[config.mk]
export PLATFORM = sky130hd
export DESIGN_NAME = star_wildcard_matcher_flat
export DESIGN_NICKNAME = d
export VERILOG_FILES = /design/src/sv/swm_pkg.sv /design/src/sv/swm_in_if.sv /design/src/sv/swm_out_if.sv /design/src/sv/swm_nfa.sv /design/src/sv/star_wildcard_matcher.sv /design/src/flat_wrapper.sv
export SDC_FILE = /design/constraint.sdc
export NUM_CORES = 1
export LEC_CHECK = 0
export BUFFER_PORTS_ARGS = -buffer_cell sky130_fd_sc_hd__buf_2
export CAP_MARGIN = 10
export CORE_MARGIN = 4
export CORE_UTILIZATION = 35
export CTS_CLUSTER_DIAMETER = 120
export DETAILED_ROUTE_END_ITERATION = 7
export PLACE_DENSITY = 0.55
export SETUP_SLACK_MARGIN = 0.02
export SYNTH_ARGS = -nofsm -noshare
export SYNTH_HDL_FRONTEND = slang
export SYNTH_SLANG_ARGS = --single-unit
[constraint.sdc]
create_clock -name clk -period 9.9 [get_ports clk]
set_clock_uncertainty 0.15 [all_clocks]
set_input_delay 0.495 -clock clk [delete_from_list [all_inputs] [get_ports clk]]
set_output_delay 0.495 -clock clk [all_outputs]
set_load 0.005 [all_outputs]
[src/sv/swm_pkg.sv]
package swm_pkg;

	// Default size of the pattern store, in bytes.
	localparam int unsigned PATTERN_MAX_DEF = 32;

	// Pattern byte that matches any run of text bytes.
	localparam logic [7:0] STAR_BYTE = 8'd42;

	typedef enum logic [1:0] {
		OP_CLEAR  = 2'd0,
		OP_APPEND = 2'd1,
		OP_TEXT   = 2'd2,
		OP_END    = 2'd3
	} op_t;

endpackage

[src/sv/swm_in_if.sv]
interface swm_in_if;
	logic            valid;
	logic            ready;
	swm_pkg::op_t    op;
	logic [7:0]      data_byte;

	modport source (output valid, output op, output data_byte, input ready);
	modport sink (input valid, input op, input data_byte, output ready);
endinterface

[src/sv/swm_out_if.sv]
interface swm_out_if;
	logic valid;
	logic ready;
	logic matched;
	logic overflow;

	modport source (output valid, output matched, output overflow, input ready);
	modport sink (input valid, input matched, input overflow, output ready);
endinterface

[src/sv/swm_nfa.sv]
// Advances the active position set by one text byte and reports whether the
// final position is reachable. Star closure is a parallel-prefix chain.
module swm_nfa #(
	parameter int unsigned PATTERN_MAX = swm_pkg::PATTERN_MAX_DEF
) (
	input  logic [PATTERN_MAX-1:0][7:0]           store,
	input  logic [PATTERN_MAX-1:0]                live,
	input  logic [PATTERN_MAX:0]                  set,
	input  logic [7:0]                            data_byte,
	input  logic [$clog2(PATTERN_MAX+1)-1:0]      len,
	output logic [PATTERN_MAX:0]                  next_set,
	output logic                                  hit
);

	localparam int unsigned LVLS = $clog2(PATTERN_MAX + 1);

	logic [PATTERN_MAX-1:0] star;
	logic [PATTERN_MAX-1:0] lit;
	logic [PATTERN_MAX:0]   gen [LVLS+1];
	logic [PATTERN_MAX:0]   prop [LVLS];
	logic [PATTERN_MAX:0]   closure;

	genvar i, l;

	generate
		for (i = 0; i < PATTERN_MAX; i++) begin : g_cmp
			assign star[i] = live[i] && (store[i] == swm_pkg::STAR_BYTE);
			assign lit[i]  = live[i] && (store[i] != swm_pkg::STAR_BYTE) &&
				(store[i] == data_byte);
		end
	endgenerate

	// Position j inherits from j-1 when pattern byte j-1 is a live star.
	assign gen[0]  = set;
	assign prop[0] = {star, 1'b0};

	generate
		for (l = 0; l < LVLS; l++) begin : g_lvl
			for (i = 0; i <= PATTERN_MAX; i++) begin : g_bit
				if (i >= (1 << l)) begin : g_comb
					assign gen[l+1][i] = gen[l][i] | (prop[l][i] & gen[l][i-(1<<l)]);
					if (l < LVLS - 1) begin : g_p
						assign prop[l+1][i] = prop[l][i] & prop[l][i-(1<<l)];
					end
				end else begin : g_pass
					assign gen[l+1][i] = gen[l][i];
					if (l < LVLS - 1) begin : g_p
						assign prop[l+1][i] = prop[l][i];
					end
				end
			end
		end
	endgenerate

	assign closure = gen[LVLS];
	assign hit     = closure[len];

	generate
		for (i = 0; i <= PATTERN_MAX; i++) begin : g_next
			if (i == 0) begin : g_first
				assign next_set[i] = closure[i] & star[i];
			end else if (i == PATTERN_MAX) begin : g_last
				assign next_set[i] = closure[i-1] & lit[i-1];
			end else begin : g_mid
				assign next_set[i] = (closure[i] & star[i]) | (closure[i-1] & lit[i-1]);
			end
		end
	endgenerate

endmodule

[src/sv/star_wildcard_matcher.sv]
// Star-only wildcard matcher.
// Words arrive on text_in, each carrying an op and a data byte. Clear empties
// the pattern and the overflow flag; append adds one pattern byte ('*' is the
// wildcard that matches any run, including an empty one); text feeds one text
// byte; end of text produces one word on result with matched and overflow,
// then rearms the matcher for the next text while keeping the pattern.
// Only end-of-text words produce a result word; all other ops produce none.
// An append also rearms the matcher, so a text in progress restarts.
// A pattern longer than PATTERN_MAX bytes sets a sticky overflow flag, which
// forces matched low until the next clear.
// Throughput is one word per cycle for every op unless an end-of-text word
// waits on a stalled result register; the whole active position set is
// updated in the single compare-and-closure stage behind the input register.
// When the receiver stalls, the result register holds its word and text_in
// keeps accepting words until an end-of-text word waits behind it.
// Reset leaves an empty pattern, the overflow flag low, only position zero
// active and both channels empty.
module star_wildcard_matcher #(
	parameter int unsigned PATTERN_MAX = swm_pkg::PATTERN_MAX_DEF
) (
	input  logic           clk,
	input  logic           arst_n,
	swm_in_if.sink         text_in,
	swm_out_if.source      result
);

	localparam int unsigned LW = $clog2(PATTERN_MAX + 1);

	// Input stage.
	logic                 valid_s1;
	swm_pkg::op_t         op_s1;
	logic [7:0]           byte_s1;

	// Matcher state.
	logic [PATTERN_MAX-1:0][7:0] store_q;
	logic [LW-1:0]               len_q;
	logic                        ovf_q;
	logic [PATTERN_MAX:0]        set_q;

	// Result register.
	logic                 out_valid_q;
	logic                 matched_q;
	logic                 overflow_q;

	logic                   go_s1;
	logic                   fire_s1;
	logic                   full;
	logic [PATTERN_MAX-1:0] live;
	logic [PATTERN_MAX:0]   next_set;
	logic                   hit;

	localparam logic [PATTERN_MAX:0] SET_REARM = {{PATTERN_MAX{1'b0}}, 1'b1};

	// Only an end-of-text word needs room in the result register.
	assign go_s1   = (op_s1 != swm_pkg::OP_END) || !out_valid_q || result.ready;
	assign fire_s1 = valid_s1 && go_s1;
	assign text_in.ready = !valid_s1 || go_s1;

	assign full = (len_q == LW'(PATTERN_MAX));

	genvar i;
	generate
		for (i = 0; i < PATTERN_MAX; i++) begin : g_live
			assign live[i] = (len_q > LW'(i));
		end
	endgenerate

	swm_nfa #(
		.PATTERN_MAX (PATTERN_MAX)
	) u_nfa (
		.store     (store_q),
		.live      (live),
		.set       (set_q),
		.data_byte (byte_s1),
		.len       (len_q),
		.next_set  (next_set),
		.hit       (hit)
	);

	always_ff @(posedge clk or negedge arst_n) begin
		if (!arst_n) begin
			valid_s1 <= 1'b0;
		end else if (text_in.valid && text_in.ready) begin
			valid_s1 <= 1'b1;
		end else if (fire_s1) begin
			valid_s1 <= 1'b0;
		end
	end

	always_ff @(posedge clk) begin
		if (text_in.valid && text_in.ready) begin
			op_s1   <= text_in.op;
			byte_s1 <= text_in.data_byte;
		end
	end

	always_ff @(posedge clk or negedge arst_n) begin
		if (!arst_n) begin
			len_q <= '0;
			ovf_q <= 1'b0;
			set_q <= SET_REARM;
		end else if (fire_s1) begin
			case (op_s1)
				swm_pkg::OP_CLEAR: begin
					len_q <= '0;
					ovf_q <= 1'b0;
					set_q <= SET_REARM;
				end
				swm_pkg::OP_APPEND: begin
					if (full) begin
						ovf_q <= 1'b1;
					end else begin
						len_q <= len_q + LW'(1);
					end
					set_q <= SET_REARM;
				end
				swm_pkg::OP_TEXT: begin
					set_q <= next_set;
				end
				default: begin
					set_q <= SET_REARM;
				end
			endcase
		end
	end

	// The entry at the current length takes the appended byte.
	always_ff @(posedge clk) begin
		for (int k = 0; k < PATTERN_MAX; k++) begin
			if (fire_s1 && (op_s1 == swm_pkg::OP_APPEND) && (len_q == LW'(k))) begin
				store_q[k] <= byte_s1;
			end
		end
	end

	always_ff @(posedge clk or negedge arst_n) begin
		if (!arst_n) begin
			out_valid_q <= 1'b0;
		end else if (fire_s1 && (op_s1 == swm_pkg::OP_END)) begin
			out_valid_q <= 1'b1;
		end else if (result.ready) begin
			out_valid_q <= 1'b0;
		end
	end

	always_ff @(posedge clk) begin
		if (fire_s1 && (op_s1 == swm_pkg::OP_END)) begin
			matched_q  <= hit && !ovf_q;
			overflow_q <= ovf_q;
		end
	end

	assign result.valid    = out_valid_q;
	assign result.matched  = matched_q;
	assign result.overflow = overflow_q;

	// The overflow flag is only ever raised with a full store.
	a_ovf_full: assert property (@(posedge clk) disable iff (!arst_n)
		ovf_q |-> full)
		else $error("overflow flag set while store not full");

	// The length never passes the store size.
	a_len_range: assert property (@(posedge clk) disable iff (!arst_n)
		len_q <= LW'(PATTERN_MAX))
		else $error("pattern length beyond store");

	// No active position lies past the end of the pattern.
	a_set_bound: assert property (@(posedge clk) disable iff (!arst_n)
		((set_q >> len_q) >> 1) == '0)
		else $error("active position past pattern end");

	// A new result word comes only from an end-of-text word in the input stage.
	a_res_src: assert property (@(posedge clk) disable iff (!arst_n)
		(out_valid_q && !$past(out_valid_q && !result.ready)) |->
		$past(valid_s1 && (op_s1 == swm_pkg::OP_END)))
		else $error("result word without end of text");

	// A match is never reported together with overflow.
	a_match_ovf: assert property (@(posedge clk) disable iff (!arst_n)
		(out_valid_q && matched_q) |-> !overflow_q)
		else $error("match reported with overflow");

endmodule

[src/flat_wrapper.sv]
// flat-port wrapper written by rule: the top's interface ports become plain ports
module star_wildcard_matcher_flat 
#(
	parameter int unsigned PATTERN_MAX = swm_pkg::PATTERN_MAX_DEF
)
  (clk, arst_n, text_in_valid, text_in_op, text_in_data_byte, text_in_ready, result_valid, result_matched, result_overflow, result_ready);
  swm_in_if text_in_i ();
  swm_out_if result_i ();
  input  logic clk;
  input  logic arst_n;
  input wire logic [$bits(text_in_i.valid)-1:0] text_in_valid;
  input wire logic [$bits(text_in_i.op)-1:0] text_in_op;
  input wire logic [$bits(text_in_i.data_byte)-1:0] text_in_data_byte;
  output wire logic [$bits(text_in_i.ready)-1:0] text_in_ready;
  output wire logic [$bits(result_i.valid)-1:0] result_valid;
  output wire logic [$bits(result_i.matched)-1:0] result_matched;
  output wire logic [$bits(result_i.overflow)-1:0] result_overflow;
  input wire logic [$bits(result_i.ready)-1:0] result_ready;
  assign text_in_i.valid = text_in_valid;
  assign text_in_i.op = text_in_op;
  assign text_in_i.data_byte = text_in_data_byte;
  assign text_in_ready = text_in_i.ready;
  assign result_valid = result_i.valid;
  assign result_matched = result_i.matched;
  assign result_overflow = result_i.overflow;
  assign result_i.ready = result_ready;
  star_wildcard_matcher #(.PATTERN_MAX(PATTERN_MAX)) u_core (.clk(clk), .arst_n(arst_n), .text_in(text_in_i), .result(result_i));
endmodule
==> metrics.md <==
| Metric | Value |
|---|---|
| Arrival time worst endpoint | `5180 ps` |
| FF+latch count, synth | `310` |
| Antenna violations before repair | `0` |
| Syn avg cell area | `11.8 um^2` |
| Tightest Hold Check Type | `input port to flop` |
| DR WL met3 | `2.90 mm` |
| Post-synth ARST share | `13.5%` |
| Max layer used | `met4` |
| Top_reg_cell synth | `edfxtp_1` |
| Synthesized instance count | `1378` |
| CTS HTree Levels | `2` |
| Number of global-route vias before repair | `11500` |
| Status | `complete, no violations` |
| Die H | `223 um` |
| Antenna diodes | `0` |
| Post-DP HPWL | `31.0 mm` |
| Inst Count DP | `1957` |
| Initial core utilization | `35.6%` |
| GRT Total Usage | `17.9%` |
| Layout cells sized above 1 | `9.07%` |
| F_max | `203 MHz` |
| Average wire per cell in the routed design | `22.5 um` |
| First-pass GRT wire length | `69.6 mm` |
| Chip width | `223 um` |
| Fin util | `40.0%` |
| Post-CTS setup buffer count | `0` |
| Final setup viols | `0` |
| Final worst-path cycle share | `49.8%` |
| Vias/cell | `5.61` |
| Final GP Congestion | `0.978` |
| Syn_nets | `1397` |
| Crit-path cells | `buf_4, inv_1, ha_1, nor2b_1, o211ai_1, nor3_1, a22oi_1, o311ai_0, o31ai_1, a211oi_1, o21ai_0, nand4b_1, or4b_1, o21ai_1` |
| Setup tns final | `0 ps` |
| Seq/Total Area, Yosys | `56.1%` |
| CP Max Fanout | `37` |
| Normalized max-slew margin | `22.4%` |
| RSZ-0062 raised after global routing | `false` |
| Cell Count, Final, Fillers Out | `2033` |
| Data required time of the critical path | `10150 ps` |
| Yosys warns | `0` |
| Area of the die | `0.0499 mm^2` |
| DR DRC count | `0` |
| Gr ovfl total | `0` |
| CTS tree | `built` |
| Total number of vias | `11400` |
| Final hold violations | `0` |
| Final WL | `45.7 mm` |
| IO Pins | `18` |
| CP max stage delay | `770 ps` |
| M1 WL | `20.6 mm` |
| Post-route minimum period | `4930 ps` |
| Largest net degree at the start of global routing | `43` |
| Startpoint types | `flop` |
| Lkg Pwr | `6.00 nW` |
| CTS sink cnt | `310` |
| First-pass DRT Iterations | `5` |
| Critical path's top delay family | `compound AO/OA/AOI/OAI gates` |
| WS Path Type | `flop to flop` |
| Layout net count | `1427` |
| WL met2 | `20.7 mm` |
| Number of max-cap violations | `0` |
| Area Growth Syn to Fin | `12.3%` |
| PwrDens | `158 mW/mm^2` |
| Slew Viols, Final | `0` |
| Initial drt markers | `1030` |
| Antenna Nets Post-Route | `0` |
| Final hold slack | `171 ps` |
| TritonCTS Buffers | `36` |
| CP max-delay cell | `o311ai_0` |
| Core ar. | `0.0456 mm^2` |
| Site row count | `78` |
| Clock root buffer | `clkbuf_16` |
| FF-to-FF setup slack | `4970 ps` |
| CP Buf/Inv Count | `2` |
| Maximum vdd drop | `0.0948 mV` |
| Slew of the pin with the lowest slew margin | `1160 ps` |
| Bufs on Longest Clock Path | `3` |
| IO Port Bufs | `17` |
| Commonest non-fill, non-tap cell in the layout | `edfxtp_1` |
| Post-synth EDFFs | `268` |
| Most frequent cells in the layout | `268 x edfxtp_1, 153 x xor2_1, 102 x xnor2_1` |
| Clk Latency, worst-skew pair | `540 ps` |
| CP Capture Type | `flop` |
| Worst-path clk slew | `60 ps` |
| Synthesized cell area | `0.0162 mm^2` |
| Netlist cell types | `89` |
[metrics by stage]
stage	power (mW)	area (um^2)	setup WS, ps
2_1_floorplan	1.60	16200	5620
6_report	2.87	18200	4970
5_1_grt	2.98	18200	4800
4_1_cts	2.91	18200	5120
3_3_place_gp	1.67	17000	5190
3_5_place_dp	1.67	17000	5140
[cells in the mapped netlist (4+ instances only)]
master / instances / area share [%]
a2111oi_0: 8 / 0.43
nand4_1: 38 / 1.5
xnor2_1: 102 / 5.5
nor4_1: 43 / 1.7
a21oi_1: 51 / 1.6
nor2b_1: 9 / 0.35
nor3_1: 31 / 0.96
nor2_1: 87 / 2.0
a22o_1: 10 / 0.54
nor4bb_1: 26 / 1.6
and4b_1: 8 / 0.49
o31ai_1: 8 / 0.37
a21o_1: 11 / 0.51
or3_1: 7 / 0.27
a41o_1: 4 / 0.25
buf_2: 7 / 0.22
xor2_1: 153 / 8.3
o21ai_1: 5 / 0.15
a211oi_1: 10 / 0.46
o2111ai_1: 4 / 0.22
o211ai_1: 10 / 0.46
a31oi_1: 10 / 0.39
a211o_1: 5 / 0.27
o21bai_1: 4 / 0.19
dfrtp_1: 41 / 6.3
nand2_1: 93 / 2.2
o211a_1: 6 / 0.37
and2_1: 10 / 0.39
nand2b_1: 11 / 0.42
and3_1: 12 / 0.46
or4bb_1: 5 / 0.35
o21ai_0: 67 / 2.1
a221oi_1: 5 / 0.27
edfxtp_1: 268 / 50
nor4b_1: 17 / 0.92
inv_1: 20 / 0.46
ha_1: 5 / 0.39
or2_2: 9 / 0.35
nand3_1: 23 / 0.71
o21a_1: 6 / 0.28
clkbuf_1: 39 / 0.90
buf_1: 19 / 0.44
[timing repair]
action | 4_1_cts | 5_1_grt
endpoints found under the hold margin | 52 | 0
hold buffers | 12 | 0
gates resized for setup | 0 | 0
[layout make-up]
class	instances	area [um^2]
clock inverters	21	150
flip-flops and latches	310	9100
repair buffers	58	423
clock buffers	42	923
inverters	20	75.1
fillers	4304	27400
well taps	600	751
multi-input cells	982	6790
[per-layer routing]
metal  global-route usage, %  vias to the layer above
met1                    25.0                     5700
met2                    28.3                      364
li1                        -                     5264
met5                       0                        -
met3                    3.28                       80
met4                    5.99                        0
[power breakdown]
| part | internal (mW) | switching (mW) | total, mW |
|---|---|---|---|
| registers | 1.43 | 0.00506 | 1.44 |
| logic | 0.0624 | 0.151 | 0.214 |
| clock network | 0.697 | 0.525 | 1.22 |
| total | 2.19 | 0.681 | 2.87 |
[registers in the layout, indices dropped and copies added (netlist names), 2 cells and up]
name            flops
u_core.byte_s1      8
u_core.len_q        6
u_core.op_s1        2
u_core.set_q       33
u_core.store_q    256
[tightest hold or removal path, cell delays in order]
cell      delay (ps)
buf_2             70
nand2b_1         140
o21ai_0           90
[worst paths after layout]
path,startpoint,to,depth (start not counted)
worst min register to register,u_core.set_q[10],u_core.set_q[10],1
worst max register to register,u_core.len_q[0],u_core.result.matched,14
min in group asynchronous,arst_n,u_core.valid_s1,3
worst min-delay path,result_ready,u_core.result.valid,3
max in group asynchronous,arst_n,u_core.set_q[9],3
worst max-delay path,u_core.len_q[0],u_core.result.matched,14
[cells by family (layout without fill, tap and decap cells)]
logic type,after synthesis,after routing,synth area share [%]
AOI/OAI and AO/OA,265,265,11.4
adders and majority gates,5,5,0.386
and+or+nand+nor,456,456,16.2
xor gates and xnor gates,255,255,13.8
DFF,310,310,56.1
muxes,1,1,0.0617
buffers and inverters,86,141,2.07
No activity file was read; power rests on OpenSTA's default activity.
